===== config.mk =====
export PLATFORM = sky130hd
export DESIGN_NAME = escape_sequence_decoder
export DESIGN_NICKNAME = d
export VERILOG_FILES = /design/src/design/esd_pkg.sv /design/src/design/esd_in_stage.sv /design/src/design/esd_decode.sv /design/src/design/esd_out_stage.sv /design/src/design/escape_sequence_decoder.sv
export SDC_FILE = /design/constraint.sdc
export NUM_CORES = 1
export LEC_CHECK = 0
export ABC_CLOCK_PERIOD_IN_PS = 3100
export BUFFER_PORTS_ARGS = -buffer_cell sky130_fd_sc_hd__buf_4
export CAP_MARGIN = 10
export CORE_MARGIN = 8
export CORE_UTILIZATION = 42
export DETAILED_ROUTE_END_ITERATION = 10
export GPL_TIMING_DRIVEN = 0
export SYNTH_ARGS = -nofsm -noshare
export SYNTH_HDL_FRONTEND = slang
export SYNTH_HIERARCHICAL = 1
export SYNTH_SLANG_ARGS = --single-unit

===== constraint.sdc =====
create_clock -name clk -period 3.1 [get_ports clk]
set_input_delay 0.465 -clock clk [delete_from_list [all_inputs] [get_ports clk]]
set_output_delay 0.465 -clock clk [all_outputs]
set_load 0.01 [all_outputs]

===== src/design/esd_pkg.sv =====
package esd_pkg;

  localparam int CHAR_W   = 8;
  localparam int STATUS_W = 2;
  localparam int MODE_W   = 2;
  localparam int HEXV_W   = 5;

  localparam logic [MODE_W-1:0] MODE_NORMAL = 2'd0;
  localparam logic [MODE_W-1:0] MODE_ESC    = 2'd1;
  localparam logic [MODE_W-1:0] MODE_HEX1   = 2'd2;
  localparam logic [MODE_W-1:0] MODE_HEX2   = 2'd3;

  localparam logic [STATUS_W-1:0] ST_OK         = 2'd0;
  localparam logic [STATUS_W-1:0] ST_TRAIL      = 2'd1;
  localparam logic [STATUS_W-1:0] ST_INCOMPLETE = 2'd2;
  localparam logic [STATUS_W-1:0] ST_BADHEX     = 2'd3;

  localparam logic [CHAR_W-1:0] CH_BSLASH = 8'h5C;
  localparam logic [CHAR_W-1:0] CH_N      = 8'h6E;
  localparam logic [CHAR_W-1:0] CH_T      = 8'h74;
  localparam logic [CHAR_W-1:0] CH_R      = 8'h72;
  localparam logic [CHAR_W-1:0] CH_SQUOTE = 8'h27;
  localparam logic [CHAR_W-1:0] CH_DQUOTE = 8'h22;
  localparam logic [CHAR_W-1:0] CH_ZERO   = 8'h30;
  localparam logic [CHAR_W-1:0] CH_NINE   = 8'h39;
  localparam logic [CHAR_W-1:0] CH_X      = 8'h78;
  localparam logic [CHAR_W-1:0] CH_LA     = 8'h61;
  localparam logic [CHAR_W-1:0] CH_LF     = 8'h66;
  localparam logic [CHAR_W-1:0] CH_UA     = 8'h41;
  localparam logic [CHAR_W-1:0] CH_UF     = 8'h46;
  localparam logic [CHAR_W-1:0] BYTE_LF   = 8'h0A;
  localparam logic [CHAR_W-1:0] BYTE_TAB  = 8'h09;
  localparam logic [CHAR_W-1:0] BYTE_CR   = 8'h0D;
  localparam logic [CHAR_W-1:0] BYTE_NUL  = 8'h00;

  localparam logic [HEXV_W-1:0] HEX_NONE = 5'd16;

  typedef struct packed {
    logic [CHAR_W-1:0] ch;
    logic              last;
  } item_t;

  typedef struct packed {
    logic [CHAR_W-1:0]   ch;
    logic                valid;
    logic                eos;
    logic [STATUS_W-1:0] status;
  } result_t;

  function automatic logic [HEXV_W-1:0] hex_value(input logic [CHAR_W-1:0] c);
    logic [CHAR_W-1:0] d;
    if (c >= CH_ZERO && c <= CH_NINE) begin
      d = c - CH_ZERO;
    end else if (c >= CH_LA && c <= CH_LF) begin
      d = c - CH_LA + 8'd10;
    end else if (c >= CH_UA && c <= CH_UF) begin
      d = c - CH_UA + 8'd10;
    end else begin
      d = {{(CHAR_W-HEXV_W){1'b0}}, HEX_NONE};
    end
    return d[HEXV_W-1:0];
  endfunction

endpackage


===== src/design/esd_in_stage.sv =====
module esd_in_stage
  import esd_pkg::*;
(
  input  logic  clk,
  input  logic  rst_n,
  input  logic  in_valid,
  output logic  in_stall,
  input  item_t in_item,
  input  logic  advance,
  output logic  item_valid,
  output item_t item
);

  logic  valid_r, valid_nxt;
  item_t item_r;
  logic  accept;

  assign in_stall = valid_r && !advance;
  assign accept   = in_valid && !in_stall;

  always_comb begin
    valid_nxt = valid_r;
    if (accept) begin
      valid_nxt = 1'b1;
    end else if (advance) begin
      valid_nxt = 1'b0;
    end
  end

  always_ff @(posedge clk) begin
    if (!rst_n) begin
      valid_r <= 1'b0;
    end else begin
      valid_r <= valid_nxt;
    end
  end

  always_ff @(posedge clk) begin
    if (accept) begin
      item_r <= in_item;
    end
  end

  assign item_valid = valid_r;
  assign item       = item_r;

endmodule


===== src/design/esd_decode.sv =====
module esd_decode
  import esd_pkg::*;
(
  input  logic    clk,
  input  logic    rst_n,
  input  logic    advance,
  input  item_t   item,
  output result_t result
);

  logic [MODE_W-1:0] mode_r, mode_nxt;
  logic [CHAR_W-1:0] first_r, first_nxt;
  logic              error_r, error_nxt;

  logic [HEXV_W-1:0] hi_v, lo_v;
  logic [3:0]        hi;
  logic              err;

  assign hi_v = hex_value(first_r);
  assign lo_v = hex_value(item.ch);
  assign hi   = (hi_v == HEX_NONE) ? 4'd0 : hi_v[3:0];

  always_comb begin
    result.ch     = '0;
    result.valid  = 1'b0;
    result.eos    = item.last;
    result.status = ST_OK;
    mode_nxt      = mode_r;
    first_nxt     = first_r;
    error_nxt     = error_r;
    err           = 1'b0;
    if (!error_r) begin
      unique case (mode_r)
        MODE_NORMAL: begin
          if (item.ch == CH_BSLASH) begin
            if (item.last) begin
              result.status = ST_TRAIL;
              err           = 1'b1;
            end else begin
              mode_nxt = MODE_ESC;
            end
          end else begin
            result.ch    = item.ch;
            result.valid = 1'b1;
          end
        end
        MODE_ESC: begin
          mode_nxt = MODE_NORMAL;
          case (item.ch)
            CH_N:      begin result.ch = BYTE_LF;   result.valid = 1'b1; end
            CH_T:      begin result.ch = BYTE_TAB;  result.valid = 1'b1; end
            CH_R:      begin result.ch = BYTE_CR;   result.valid = 1'b1; end
            CH_SQUOTE: begin result.ch = CH_SQUOTE; result.valid = 1'b1; end
            CH_DQUOTE: begin result.ch = CH_DQUOTE; result.valid = 1'b1; end
            CH_BSLASH: begin result.ch = CH_BSLASH; result.valid = 1'b1; end
            CH_ZERO:   begin result.ch = BYTE_NUL;  result.valid = 1'b1; end
            CH_X: begin
              if (item.last) begin
                result.status = ST_INCOMPLETE;
                err           = 1'b1;
              end else begin
                mode_nxt = MODE_HEX1;
              end
            end
            default: ;
          endcase
        end
        MODE_HEX1: begin
          if (item.last) begin
            result.status = ST_INCOMPLETE;
            err           = 1'b1;
          end else if (lo_v == HEX_NONE) begin
            result.status = ST_BADHEX;
            err           = 1'b1;
          end else begin
            first_nxt = item.ch;
            mode_nxt  = MODE_HEX2;
          end
        end
        MODE_HEX2: begin
          result.ch    = (lo_v == HEX_NONE) ? {4'd0, hi} : {hi, lo_v[3:0]};
          result.valid = 1'b1;
          mode_nxt     = MODE_NORMAL;
        end
        default: ;
      endcase
      if (err) begin
        error_nxt = 1'b1;
        mode_nxt  = MODE_NORMAL;
      end
    end
    if (item.last) begin
      mode_nxt  = MODE_NORMAL;
      first_nxt = '0;
      error_nxt = 1'b0;
    end
  end

  always_ff @(posedge clk) begin
    if (!rst_n) begin
      mode_r  <= MODE_NORMAL;
      first_r <= '0;
      error_r <= 1'b0;
    end else if (advance) begin
      mode_r  <= mode_nxt;
      first_r <= first_nxt;
      error_r <= error_nxt;
    end
  end

endmodule


===== src/design/esd_out_stage.sv =====
module esd_out_stage
  import esd_pkg::*;
(
  input  logic    clk,
  input  logic    rst_n,
  input  logic    load,
  output logic    can_load,
  input  result_t result_in,
  output logic    out_res_valid,
  input  logic    out_res_stall,
  output result_t result_out
);

  logic    valid_r, valid_nxt;
  result_t result_r;

  assign can_load = !valid_r || !out_res_stall;

  always_comb begin
    valid_nxt = valid_r;
    if (load) begin
      valid_nxt = 1'b1;
    end else if (!out_res_stall) begin
      valid_nxt = 1'b0;
    end
  end

  always_ff @(posedge clk) begin
    if (!rst_n) begin
      valid_r <= 1'b0;
    end else begin
      valid_r <= valid_nxt;
    end
  end

  always_ff @(posedge clk) begin
    if (load) begin
      result_r <= result_in;
    end
  end

  assign out_res_valid = valid_r;
  assign result_out    = result_r;

endmodule


===== src/design/escape_sequence_decoder.sv =====
// Each input character is held in the input register, then decoded and
// registered in the result register, which offers it on the output.
// Throughput: one character per cycle while out_res_stall is low, set by
// the single decode step between the input register and the result register.
// Reset: synchronous and active low; it empties both registers and returns
// the escape mode, the stored hex digit and the error flag to their idle values.
module escape_sequence_decoder
  import esd_pkg::*;
(
  input  logic                clk,
  input  logic                rst_n,
  input  logic                in_valid,
  output logic                in_stall,
  input  logic [CHAR_W-1:0]   in_char,
  input  logic                in_last_char,
  output logic                out_res_valid,
  input  logic                out_res_stall,
  output logic [CHAR_W-1:0]   out_char,
  output logic                out_valid,
  output logic                out_end_of_string,
  output logic [STATUS_W-1:0] out_status
);

  item_t   in_item, item;
  result_t dec_result, result;
  logic    item_valid, can_load, advance;

  assign in_item.ch   = in_char;
  assign in_item.last = in_last_char;
  assign advance      = item_valid && can_load;

  esd_in_stage u_in_stage (
    .clk        (clk),
    .rst_n      (rst_n),
    .in_valid   (in_valid),
    .in_stall   (in_stall),
    .in_item    (in_item),
    .advance    (advance),
    .item_valid (item_valid),
    .item       (item)
  );

  esd_decode u_decode (
    .clk     (clk),
    .rst_n   (rst_n),
    .advance (advance),
    .item    (item),
    .result  (dec_result)
  );

  esd_out_stage u_out_stage (
    .clk           (clk),
    .rst_n         (rst_n),
    .load          (advance),
    .can_load      (can_load),
    .result_in     (dec_result),
    .out_res_valid (out_res_valid),
    .out_res_stall (out_res_stall),
    .result_out    (result)
  );

  assign out_char          = result.ch;
  assign out_valid         = result.valid;
  assign out_end_of_string = result.eos;
  assign out_status        = result.status;

endmodule


==> flow_summary.rst <==
.. list-table::
   :header-rows: 1

   * - Metric
     - Value
   * - Result of the run
     - completed
   * - CP delay by family, top
     - simple AND/OR/NAND/NOR gates
   * - Sequential fraction of the synthesis area
     - 0.421
   * - Period minus WS final
     - 2.65 ns
   * - Sequence of cells on the critical path
     - inv_1 > ha_1 > or2b_2 > o211ai_2 > nand2_1 > and4_1 > clkbuf_1 > a22o_1
   * - Post-synthesis instance total
     - 209
   * - Count of standard-cell rows
     - 26
   * - Synthesized area
     - 0.00212 mm²
   * - P&R area growth vs syn
     - 17.4%
   * - Commonest cells after routing, fill and taps aside
     - buf_4 (30), edfxtp_1 (21), nand2_1 (15), nor2_1 (15), dfxtp_1 (13)
   * - Required time of the critical path
     - 3.28 ns
   * - Post-Route Skew
     - 0.00547 ns
   * - CP peak stage delay
     - 0.55 ns
   * - Total Nets Final
     - 263
   * - Fraction of final layout cells with drive strength greater than 1
     - 0.214
   * - Clock net sink count
     - 34
   * - Leading cell type in the layout, fill and taps excluded
     - buf_4
   * - Worst endpoint data arrival time
     - 2.83 ns
   * - Effective utilization at floorplan
     - 0.425
   * - Cell-internal power
     - 0.712 mW
   * - Post-synthesis cell type count
     - 62
   * - Root buffer cell
     - clkbuf_8
   * - Largest net degree at the start of global routing
     - 21
   * - Total detailed-routing wirelength
     - 4.81 mm
   * - Clk Latency, worst-skew pair
     - 0.29 ns
   * - Inserted Clock Buffers
     - 5
   * - Static Leak
     - 0.905 nW
   * - Maximum operating frequency
     - 0.377 GHz
   * - NetSw
     - 0.240 mW
   * - Number of cells in the finished layout apart from fillers
     - 313
   * - # DRC
     - 0
   * - Portion of total power attributed to the clock network
     - 0.331
   * - Clock-pin slew on the worst setup and hold paths
     - 0.07 ns
   * - Total met3 wirelength after detailed routing
     - 403 µm
   * - Critical path capture point type
     - flop
   * - Power density normalized to cell area
     - 383 mW/mm²
   * - Antenna violations before repair
     - 0
   * - Met1 layer wirelength in the final routing
     - 2.25 mm
   * - Antenna Violating Nets Remaining
     - 0
   * - Core Box Area
     - 0.00498 mm²
   * - Leftover overflow at the end of global routing
     - 0
   * - Total placed cells including tap cells
     - 305
   * - I/O Pins
     - 27
   * - Net count after synthesis
     - 230
   * - Flip-flop cell with the highest count after synthesis
     - edfxtp_1
   * - Half-perimeter wire length after detailed placement
     - 3.58 mm
   * - DRC marker count from the first detailed-route iteration
     - 197
   * - Overall die height
     - 87.0 µm
   * - Gpl congestion
     - 0.937
   * - Combined global-route utilization of all metal layers
     - 0.137
   * - Max_slew headroom
     - 0.465
   * - Crit Path Max Fanout
     - 9
   * - CTS H-Tree Depth
     - 2
   * - Portion of total power attributed to sequential cells
     - 0.540
   * - Comb pwr share
     - 0.129
   * - Path type of the worst min-delay path
     - in2reg
   * - Final Cycle Share
     - 0.855
   * - Final routed wire length divided by cell count
     - 15.4 µm
   * - Detailed Routing Iterations Pass 1
     - 5
   * - Die outline width
     - 87.0 µm
   * - Die Outline Area
     - 0.00756 mm²
   * - Startpoint Class
     - flop
   * - Setup repair after global routing missed its margin
     - no
   * - Number of global-route vias before repair
     - 1,659
   * - CTS tree
     - done
   * - Number of flops mapped to enable cells by yosys
     - 21
   * - Slew at the pin closest to its max-slew limit
     - 0.802 ns
   * - Synthesized flop and latch total
     - 34
   * - Routed vias
     - 1,736
   * - Diode insertion count for antenna repair
     - 0
   * - Number of max-cap violations
     - 0
   * - Crit-path slowest cell
     - edfxtp_1
   * - Switching portion of total power
     - 0.252
   * - Startpoint-to-endpoint class of the critical path
     - reg2reg
   * - Final hold vios
     - 0
   * - Number of input and output port buffers inserted
     - 26
   * - Max IR drop VDD
     - 265 µV
   * - Synth async-reset ratio
     - 0
   * - Global-route wire length before repair
     - 8.02 mm
   * - Avg Synthesized Cell Area
     - 10.1 µm²
   * - Finish-stage setup viols
     - 0
   * - Critical path buffer and inverter count
     - 2
   * - Final-layout setup total negative slack
     - 0 ns
   * - Number of max-slew violations in the final report
     - 0
   * - Final core utilization
     - 0.499
   * - Setup repair bufs after CTS
     - 0
   * - Max layer used
     - met4
   * - Count of synthesis-stage warnings from yosys
     - 6
   * - CTS Hold Buffers Added
     - 0
   * - DR vias/cell
     - 5.55
   * - Total length of routed met2 wires
     - 2.05 mm
   * - Cells resized by post-CTS repair
     - 0
   * - Worst-case clock buffer depth
     - 2
==> power by group through the flow <==
stage	Sequential [mW]	Clock, mW	Combinational [mW]
3_5_place_dp	0.524	0	0.122
6_report	0.514	0.316	0.123
3_3_place_gp	0.524	0	0.123
2_1_floorplan	0.526	0	0.0729
4_1_cts	0.514	0.326	0.123
5_1_grt	0.516	0.344	0.136
==> layout make-up <==
class | count | area [µm²]
Tap cell | 70 | 87.6
Fill cell | 459 | 2490
Timing Repair Buffer | 26 | 195
Buffer | 14 | 108
Inverter | 11 | 41.3
Clock buffer | 5 | 68.8
Sequential cell | 34 | 891
Multi-Input combinational cell | 150 | 1080
Clock inverter | 3 | 16.3
==> cells in the mapped netlist (all sizes together), types with 2 or more instances <==
master  number  area [µm²]
edfxtp      21         631
nand2       15        56.3
nor2        15        56.3
dfxtp       13         260
a21oi       12        60.1
inv         10        37.5
nand3       10        50.1
a22o         9        78.8
buf          8        75.1
ha           8         100
o21ai        8        40.0
clkbuf       6        32.5
nor3         6        30.0
nor2b        4        32.5
and2         3        21.3
and3         3        18.8
nor3b        3        22.5
a211oi       2        15.0
a21boi       2        15.0
a21o         2        15.0
a22oi        2        15.0
a311oi       2        17.5
a31oi        2        12.5
a32o         2        20.0
nand2b       2        12.5
nand3b       2        15.0
nand4        2        12.5
nor4         2        12.5
nor4b        2        32.5
nor4bb       2        20.0
o211ai       2        20.0
o221ai       2        17.5
o22ai        2        18.8
or3          2        12.5
==> per-layer routing <==
metal,GRT usage,up-vias
li1,-,864
met1,0.177,786
met2,0.203,77
met3,0.0434,9
met4,0.0579,0
met5,0,-
==> registers in the layout (all words and copies together) (netlist names) <==
signal,flops
u_decode/mode_r,2
u_in_stage/item_valid,1
u_out_stage/result_out,12
u_decode/first_r,8
u_decode/error_r,1
u_in_stage/item,9
u_out_stage/out_res_valid,1
==> stage by stage <==
step | setup WS, ns | hold slack (ns) | total power, mW | cell area [µm²]
2_1_floorplan | 0.823 | 0.441 | 0.599 | 2120
3_3_place_gp | 0.496 | 0.458 | 0.647 | 2400
3_5_place_dp | 0.517 | 0.464 | 0.646 | 2400
4_1_cts | 0.506 | 0.346 | 0.962 | 2480
5_1_grt | 0.252 | 0.335 | 0.996 | 2480
6_report | 0.450 | 0.352 | 0.952 | 2480
==> final timing paths <==
| path | cells past startpoint | to | slack [ns] | startpoint |
|---|---|---|---|---|
| worst max register to register | 8 | u_decode/first_r[5]$_SDFFE_PN0P_ | 0.45 | u_in_stage/item[1]$_DFFE_PP_ |
| worst min register to register | 1 | u_decode/first_r[5]$_SDFFE_PN0P_ | 0.48 | u_decode/first_r[5]$_SDFFE_PN0P_ |
| worst min-delay path | 1 | u_in_stage/item[8]$_DFFE_PP_ | 0.35 | in_char[7] |
| worst max-delay path | 8 | u_decode/first_r[5]$_SDFFE_PN0P_ | 0.45 | u_in_stage/item[1]$_DFFE_PP_ |
==> cells by family (layout without fill, tap and decap cells) <==
| kind of cell | after synthesis | count (layout) | synth area share |
|---|---|---|---|
| AND/OR/NAND/NOR | 80 | 80 | 0.231 |
| AO/OA/AOI/OAI | 61 | 61 | 0.226 |
| flip-flops | 34 | 34 | 0.421 |
| buffers and inverters | 25 | 59 | 0.0704 |
| adder cells (fa/ha/maj) | 8 | 8 | 0.0473 |
| multiplexers | 1 | 1 | 0.00473 |
(Power assumes the default switching activity.)
